File: src/sv/assert_macros.svh
// Assertion macros shared by the RTL of the xz block header parser.
// No dependencies; expects clk and arst_n in the including scope.
`ifndef ASSERT_MACROS_SVH
`define ASSERT_MACROS_SVH

// Clocked check, quiet while reset is asserted.
`define ASSERT_CLK(lbl, prop, msg) \
	lbl: assert property (@(posedge clk) disable iff (!arst_n) prop) else $error(msg);

// Clocked check that also holds during reset.
`define ASSERT_ALWAYS(lbl, prop, msg) \
	lbl: assert property (@(posedge clk) prop) else $error(msg);

`endif

File: src/sv/xzbh_pkg.sv
// Package for the xz block header dictionary size parser: parse phases,
// state record, constants and the bitwise CRC-32 byte update. No dependencies.
package xzbh_pkg;

	localparam logic [31:0] CRC_POLY   = 32'hEDB88320;
	localparam logic [7:0]  LZMA2_ID   = 8'h21;
	localparam logic [7:0]  FLAG_RSVD  = 8'h3C;
	localparam logic [7:0]  FLAG_CSIZE = 8'h40;
	localparam logic [7:0]  FLAG_USIZE = 8'h80;
	localparam logic [7:0]  PROP_MAX   = 8'd39;
	localparam logic [10:0] COUNT_MAX  = 11'd1036;
	localparam logic [10:0] MIN_TOTAL  = 11'd24;
	localparam logic [10:0] MIN_HDR    = 11'd8;
	localparam logic [10:0] POS_SIZE   = 11'd12;
	localparam logic [10:0] POS_FLAGS  = 11'd13;
	localparam logic [10:0] POS_FIRST  = 11'd14;
	localparam logic [10:0] MAGIC_LEN  = 11'd6;
	localparam logic [3:0]  VLI_LAST   = 4'd8;

	typedef enum logic [8:0] {
		PH_IDLE  = 9'b000000001,
		PH_CSIZE = 9'b000000010,
		PH_USIZE = 9'b000000100,
		PH_FID   = 9'b000001000,
		PH_PSIZE = 9'b000010000,
		PH_SKIP  = 9'b000100000,
		PH_PROP  = 9'b001000000,
		PH_DONE  = 9'b010000000,
		PH_FAIL  = 9'b100000000
	} phase_t;

	typedef struct packed {
		logic [10:0] cnt;     // bytes seen, saturating
		logic        magic;
		logic [10:0] hlen;    // header length in bytes
		logic [7:0]  flags;
		logic [31:0] crc;
		logic [31:0] expect_crc;
		phase_t      phase;
		logic [10:0] acc;     // low bits of the open VLI
		logic        big;     // open VLI has a bit above acc
		logic [3:0]  shift;
		logic [2:0]  filt;
		logic [10:0] pleft;
		logic        lzma2;
		logic [31:0] dict;
	} st_t;

	localparam st_t ST_RESET = '{
		cnt: 11'd0, magic: 1'b1, hlen: 11'd0, flags: 8'd0, crc: 32'hFFFFFFFF,
		expect_crc: 32'd0, phase: PH_IDLE, acc: 11'd0, big: 1'b0, shift: 4'd0,
		filt: 3'd0, pleft: 11'd0, lzma2: 1'b0, dict: 32'd0
	};

	function automatic logic [7:0] magic_byte(input logic [2:0] idx);
		logic [7:0] m;
		case (idx)
			3'd0:    m = 8'hFD;
			3'd1:    m = 8'h37;
			3'd2:    m = 8'h7A;
			3'd3:    m = 8'h58;
			3'd4:    m = 8'h5A;
			default: m = 8'h00;
		endcase
		return m;
	endfunction

	function automatic logic [31:0] crc_byte(input logic [31:0] crc_in, input logic [7:0] b);
		logic [31:0] c;
		c = crc_in ^ {24'd0, b};
		for (int k = 0; k < 8; k++) begin
			c = (c >> 1) ^ (CRC_POLY & {32{c[0]}});
		end
		return c;
	endfunction

endpackage

File: src/sv/xz_block_header_dict_size_parser_unit.sv
// An input transfer is held in the input register; its result is held in the result register.
// Throughput: one byte per cycle; the byte with last_byte set needs a free result slot.
// Parse state advances on the input register; one CRC-32 byte update per accepted header byte.
// arst_n clears the valid flags and the parse state; a delivered last byte also returns the state to reset.
// Depends on xzbh_pkg and assert_macros.svh.
`include "assert_macros.svh"

module xz_block_header_dict_size_parser_unit (
	input  logic        clk,
	input  logic        arst_n,
	input  logic        in_valid,
	output logic        in_ready,
	input  logic [7:0]  data_byte,
	input  logic        last_byte,
	output logic        out_valid,
	input  logic        out_ready,
	output logic        header_ok,
	output logic [31:0] dict_size
);
	import xzbh_pkg::*;

	logic        valid_s1;
	logic [7:0]  byte_s1;
	logic        last_s1;
	logic        s1_fire;
	logic        out_free;
	logic        out_valid_q;
	logic        ok_q;
	logic [31:0] dict_q;
	st_t         st_q;
	st_t         st_d;
	logic        ok_d;

	// combinational helpers
	logic [10:0] pos;
	logic [11:0] pos12;
	logic [11:0] crc_end;
	logic [11:0] exp_end;
	logic [1:0]  exp_idx;
	logic [10:0] acc_new;
	logic        big_new;
	logic        vli_err;
	logic [10:0] rem;
	logic [2:0]  filt_dec;
	logic [10:0] pleft_dec;
	logic [4:0]  dsh;

	assign out_free = !out_valid_q || out_ready;
	assign s1_fire  = valid_s1 && (!last_s1 || out_free);
	assign in_ready = !valid_s1 || s1_fire;

	always_comb begin
		st_d      = st_q;
		pos       = st_q.cnt;
		pos12     = {1'b0, pos};
		acc_new   = st_q.acc;
		big_new   = st_q.big;
		vli_err   = 1'b0;
		rem       = '0;
		exp_idx   = '0;
		dsh       = '0;
		filt_dec  = (st_q.filt != 3'd0) ? st_q.filt - 3'd1 : 3'd0;
		pleft_dec = (st_q.pleft != 11'd0) ? st_q.pleft - 11'd1 : 11'd0;

		if (pos < MAGIC_LEN && byte_s1 != magic_byte(pos[2:0]))
			st_d.magic = 1'b0;
		if (pos == POS_SIZE)
			st_d.hlen = 11'({1'b0, byte_s1, 2'b00}) + 11'd4;
		crc_end = {1'b0, st_d.hlen} + 12'd8;
		exp_end = {1'b0, st_d.hlen} + 12'd12;

		if (pos >= POS_SIZE) begin
			if (pos12 < crc_end) begin
				st_d.crc = crc_byte(st_q.crc, byte_s1);
			end else if (pos12 < exp_end) begin
				exp_idx = 2'(pos12 - crc_end);
				st_d.expect_crc = st_q.expect_crc | (32'(byte_s1) << {exp_idx, 3'b000});
			end
		end

		if (pos == POS_FLAGS) begin
			st_d.flags = byte_s1;
			st_d.filt  = {1'b0, byte_s1[1:0]} + 3'd1;
			if ((byte_s1 & FLAG_CSIZE) != 8'd0)
				st_d.phase = PH_CSIZE;
			else if ((byte_s1 & FLAG_USIZE) != 8'd0)
				st_d.phase = PH_USIZE;
			else
				st_d.phase = PH_FID;
			if ((byte_s1 & FLAG_RSVD) != 8'd0)
				st_d.phase = PH_FAIL;
		end

		// VLI digit: the value is only compared against small numbers, so bits
		// above the low eleven collapse into one flag
		case (st_q.shift)
			4'd0: acc_new = st_q.acc | {4'd0, byte_s1[6:0]};
			4'd1: begin
				acc_new = st_q.acc | {byte_s1[3:0], 7'd0};
				big_new = st_q.big | (byte_s1[6:4] != 3'd0);
			end
			default: big_new = st_q.big | (byte_s1[6:0] != 7'd0);
		endcase
		vli_err = (st_q.shift > VLI_LAST) ||
			(st_q.shift == VLI_LAST && byte_s1[7:1] != 7'd0);
		rem = 11'(crc_end - pos12 - 12'd1);

		if (pos >= POS_FIRST && pos12 < crc_end) begin
			if (st_q.phase inside {PH_CSIZE, PH_USIZE, PH_FID, PH_PSIZE}) begin
				if (vli_err) begin
					st_d.phase = PH_FAIL;
				end else if (byte_s1[7]) begin
					st_d.shift = st_q.shift + 4'd1;
					st_d.acc   = acc_new;
					st_d.big   = big_new;
				end else if (st_q.shift != 4'd0 && byte_s1 == 8'd0) begin
					st_d.phase = PH_FAIL;
				end else begin
					st_d.shift = '0;
					st_d.acc   = '0;
					st_d.big   = 1'b0;
					case (st_q.phase)
						PH_CSIZE: begin
							st_d.phase = ((st_q.flags & FLAG_USIZE) != 8'd0) ? PH_USIZE : PH_FID;
						end
						PH_USIZE: st_d.phase = PH_FID;
						PH_FID: begin
							st_d.lzma2 = !big_new && acc_new == 11'(LZMA2_ID);
							st_d.phase = PH_PSIZE;
						end
						default: begin
							if (big_new || acc_new > rem) begin
								st_d.phase = PH_FAIL;
							end else if (st_q.lzma2) begin
								st_d.phase = (acc_new == 11'd1) ? PH_PROP : PH_FAIL;
							end else if (acc_new == 11'd0) begin
								st_d.filt  = filt_dec;
								st_d.phase = (filt_dec == 3'd0) ? PH_FAIL : PH_FID;
							end else begin
								st_d.pleft = acc_new;
								st_d.phase = PH_SKIP;
							end
						end
					endcase
				end
			end else if (st_q.phase == PH_SKIP) begin
				st_d.pleft = pleft_dec;
				if (pleft_dec == 11'd0) begin
					st_d.filt  = filt_dec;
					st_d.phase = (filt_dec == 3'd0) ? PH_FAIL : PH_FID;
				end
			end else if (st_q.phase == PH_PROP) begin
				if (byte_s1 > PROP_MAX) begin
					st_d.phase = PH_FAIL;
				end else begin
					dsh        = 5'(byte_s1[5:1]) + 5'd11;
					st_d.dict  = {30'd0, 1'b1, byte_s1[0]} << dsh;
					st_d.phase = PH_DONE;
				end
			end
		end

		if (st_q.cnt < COUNT_MAX)
			st_d.cnt = st_q.cnt + 11'd1;

		ok_d = st_d.magic && st_d.phase == PH_DONE && st_d.cnt >= MIN_TOTAL &&
			st_d.hlen >= MIN_HDR && {1'b0, st_d.cnt} >= exp_end &&
			~st_d.crc == st_d.expect_crc;
	end

	always_ff @(posedge clk or negedge arst_n) begin
		if (!arst_n) begin
			valid_s1    <= 1'b0;
			out_valid_q <= 1'b0;
			st_q        <= ST_RESET;
		end else begin
			if (in_ready)
				valid_s1 <= in_valid;
			if (s1_fire)
				st_q <= last_s1 ? ST_RESET : st_d;
			if (s1_fire && last_s1)
				out_valid_q <= 1'b1;
			else if (out_ready)
				out_valid_q <= 1'b0;
		end
	end

	always_ff @(posedge clk) begin
		if (in_ready && in_valid) begin
			byte_s1 <= data_byte;
			last_s1 <= last_byte;
		end
		if (s1_fire && last_s1) begin
			ok_q   <= ok_d;
			dict_q <= ok_d ? st_d.dict : 32'd0;
		end
	end

	assign out_valid = out_valid_q;
	assign header_ok = ok_q;
	assign dict_size = dict_q;

	`ASSERT_CLK(a_result_from_last, $rose(out_valid_q) |-> $past(valid_s1 && last_s1), "result without a last byte")
	`ASSERT_CLK(a_not_ok_zero_dict, (out_valid_q && !ok_q) |-> (dict_q == 32'd0), "dictionary size set on a failed header")
	`ASSERT_CLK(a_state_cleared, (s1_fire && last_s1) |=> (st_q.cnt == 11'd0 && st_q.phase == PH_IDLE), "state not cleared after the last byte")
	`ASSERT_CLK(a_count_sat, st_q.cnt <= COUNT_MAX, "byte count beyond saturation")
	`ASSERT_CLK(a_no_drop, (valid_s1 && last_s1 && !out_free) |=> (valid_s1 && last_s1), "last byte dropped while result slot busy")

endmodule

File: config.mk
export PLATFORM = sky130hd
export DESIGN_NAME = xz_block_header_dict_size_parser_unit
export DESIGN_NICKNAME = d
export VERILOG_FILES = /design/src/sv/xzbh_pkg.sv /design/src/sv/xz_block_header_dict_size_parser_unit.sv
export VERILOG_INCLUDE_DIRS = /design/src /design/src/sv
export SDC_FILE = /design/constraint.sdc
export NUM_CORES = 1
export LEC_CHECK = 0
export ABC_AREA = 1
export BUFFER_PORTS_ARGS = -buffer_cell sky130_fd_sc_hd__buf_2
export CORE_UTILIZATION = 50
export CTS_CLUSTER_SIZE = 14
export DETAILED_ROUTE_END_ITERATION = 8
export GPL_ROUTABILITY_DRIVEN = 0
export HOLD_SLACK_MARGIN = 0.1
export MAX_ROUTING_LAYER = met4
export PLACE_DENSITY = 0.77
export SLEW_MARGIN = 20
export SYNTH_ARGS = -nofsm -noshare
export SYNTH_HDL_FRONTEND = slang
export SYNTH_SLANG_ARGS = --single-unit
File: constraint.sdc
create_clock -name clk -period 6.1 [get_ports clk]
set_input_delay 0.61 -clock clk [delete_from_list [all_inputs] [get_ports clk]]
set_output_delay 0.61 -clock clk [all_outputs]
set_load 0.01 [all_outputs]
==> results.py <==
metrics = {
    "critical_path": {
        "endpoint": "dict_size[1]",
        "r2r_start": "pos[2]",
        "r2r-end": "dict_size[1]",
        "critPathArrivalTime_ns": 5.95,
        "critPathCaptureType": "flip-flop",
        "cp-startpoint": "pos[2]",
        "reg2reg_depth": 35,
        "critPathLaunchType": "flip-flop",
        "crit_path_max_incr_delay_ns": 0.46,
        "rrSetupSlack_ns": 0.43,
        "cp_top_family": "simple AND/OR/NAND/NOR gates",
        "worstPathRequired_ns": 6.38,
        "cp_num_buf_inv": 2,
        "slowest_stage": "dfrtp_1",
        "crit_path_max_fanout": 33,
        "path_class": "flip-flop to flip-flop",
        "crit_cells": 35,
    },
    "sta": {
        "setup_viol": 0,
        "worst_slack_ns": 0.431,
        "grt_setup_unrepaired": "false",
        "clock_skew_ns": 0.0100,
        "fin_crit_sh": 0.929,
        "slew_violations": 0,
        "fin_crit_ns": 5.67,
        "fmax_mhz": 176,
        "relSlewSlack": 0.246,
        "tns_ns": 0,
        "hold_viol": 0,
        "worstMarginPinSlew_ns": 1.13,
    },
    "floorplanning": {
        "die_x_um": 178,
        "initial_core_util": 0.507,
        "core_um2": 30600,
        "ios": 48,
        "rows": 64,
        "die_area_um2": 31800,
        "fp.dieH_um": 178,
    },
    "routing": {
        "initialDrtViolationCount": 1849,
        "postRouteAntennaNets": 0,
        "via_count": 15100,
        "drt_wl_total_mm": 44.7,
        "vias_per_cell": 5.71,
        "drc": 0,
        "detail_route.first_pass.iterations": 7,
        "routedWlPerCell_um": 16.9,
    },
    "synth": {
        "synth_area_leader_cell": "dfrtp_1",
        "synth.area.top_cells": "dfrtp_1 (21%), nand2_1 (14%), inv_1 (8.2%), edfxtp_1 (8.1%), dfstp_2 (5.8%)",
        "ys_seq_elements": 204,
        "synth_fp_nets": 2297,
        "ys_types": 51,
        "synthCells": 2212,
        "postSynth.topFlopCell": "dfrtp_1",
        "synth.top_cell.area_share": 0.206,
        "synth_enable_flop_cells": 42,
        "async_reset_ff_frac": 0.794,
        "ys_warn_count": 0,
        "avgSynthCellArea_um2": 7.02,
        "syn_area_um2": 15500,
        "seq_area_frac_synth": 0.345,
    },
    "finish": {
        "drive_above_1_share": 0.0994,
        "nets": 2320,
        "utilization": 0.552,
        "layout_common_cells": "nand2_1 (577), inv_1 (339), nor2_1 (213)",
        "final_common_cell": "nand2_1",
        "nFillCells": 2920,
        "syn2layout_area_growth_pct": 8.73,
        "antenna_cells": 0,
        "fin_area_um2": 16900,
    },
    "clock_network": {
        "h-tree-depth": 1,
        "insertion_delay_ns": 0.54,
        "clock_path_buffers": 3,
        "cts_hold_buffers": 0,
        "cts_made_buffers": 24,
        "cts_tree": "done",
        "clkTransAtPathRegs_ns": 0.06,
        "cts.sinks": 204,
        "cts-root-buf": "clkbuf_16",
    },
    "power_and_ir_drop": {
        "p_per_area_nw_per_um2": 204,
        "p_switching_mw": 1.03,
        "total_power_mw": 3.44,
        "pwr-share-clk": 0.418,
        "seq_power_share": 0.421,
        "ir_drop_mv": 0.241,
        "p_int_mw": 2.41,
        "combPwrFrac": 0.161,
        "p_leak_nw": 8.18,
        "p_sw_frac": 0.299,
    },
    "run_status": {
        "status": "finished, final reports clean",
    },
    "global_route": {
        "grt_max_degree": 103,
        "antenna_found_initial": 0,
        "gr-usage-all-layers": 0.291,
        "grt_pass1_wl_mm": 71.7,
        "first_global_vias": 14100,
        "grt.overflow.total": 0,
    },
    "worst_hold_path": {
        "hold_path.class": "input pin to async pin",
    },
    "placed_design": {
        "portBuffers": 47,
        "place_ws_ns": 0.339,
        "dp_hpwl_mm": 31.5,
        "dpl_cell_area_um2": 16100,
    },
    "job": {
        "maxCapViolations": 0,
    },
}
==> power by group through the flow <==
stage | clock network, mW | registers [mW] | logic [mW]
final | 1.44 | 1.45 | 0.553
after global routing | 1.51 | 1.45 | 0.611
after CTS | 1.46 | 1.45 | 0.538
after detailed placement | 0 | 1.47 | 0.535
after global placement | 0 | 1.47 | 0.525
after floorplan | 0 | 1.47 | 0.363
==> area by class of cell <==
type	count	area (um2)	area share
timing repair buffer	80	517	0.0306
multi-input combinational	1575	8420	0.499
inverter	350	1320	0.0779
sequential	204	5360	0.317
clock buffer	33	654	0.0388
tap	396	495	0.0294
clock inverter	11	115	0.00682
==> routing by layer <==
| layer | part of all wire | GRT usage | vias up |
|---|---|---|---|
| met3 | 0.092 | 0.0428 | 129 |
| li1 | - | - | 7219 |
| met5 | 0 | - | - |
| met2 | 0.45 | 0.452 | 762 |
| met1 | 0.42 | 0.385 | 7007 |
| met4 | 0.037 | 0.110 | 0 |
==> registers in the layout, indices dropped and copies added, names as in the netlist <==
register and flops:
st_q 149, dict_size 32, pos 11, byte_s1 8, header_ok 1, last_s1 1
out_valid 1, valid_s1 1
==> metrics by stage <==
step | hold WS (ns) | std cells
after global placement | 0.468 | 2602
final | 0.178 | 2649
after floorplan | 0.314 | 2212
after detailed placement | 0.477 | 2602
after CTS | 0.219 | 2646
after global routing | 0.244 | 2649
==> worst min path at each step <==
| stage | startpoint | end | slack [ns] | cells after the start |
|---|---|---|---|---|
| after floorplan | arst_n | out_valid | 0.31 | 0 |
| after global placement | st_q[2] | st_q[2] | 0.47 | 2 |
| after detailed placement | st_q[34] | st_q[34] | 0.48 | 2 |
| after CTS | arst_n | pos[7] | 0.22 | 1 |
| after global routing | last_byte | last_s1 | 0.24 | 1 |
| final | arst_n | pos[7] | 0.18 | 1 |
==> cell families after synthesis <==
logic type	synth area share
adder cells (fa/ha/maj)	0.0585
flip-flops	0.345
AND/OR/NAND/NOR	0.303
XOR/XNOR	0.0518
AO/OA/AOI/OAI	0.129
buffers and inverters	0.112
==> timing repair <==
action | 4_1_cts | 5_1_grt
endpoints found under the setup margin | 0 | 33
setup buffers | 0 | 3
gates resized for setup | 0 | 5
==> Yosys cell counts (all sizes together) (2+ instances only) <==
master	number
or2	6
dfstp	34
xnor2	19
o21ai	102
o31ai	14
o32ai	6
o22ai	89
dfrtp	128
edfxtp	42
nand2	592
inv	347
clkbuf	51
nand3b	10
nor3	71
a21boi	2
clkinv	3
a31oi	13
ha	71
o211ai	11
xor2	72
a32oi	3
nand3	147
a21oi	60
buf	32
a211oi	23
a21o	4
nand4	25
nor4	3
o21bai	4
nor2	222
o41ai	2
No activity file was read; power rests on OpenSTA's default activity.
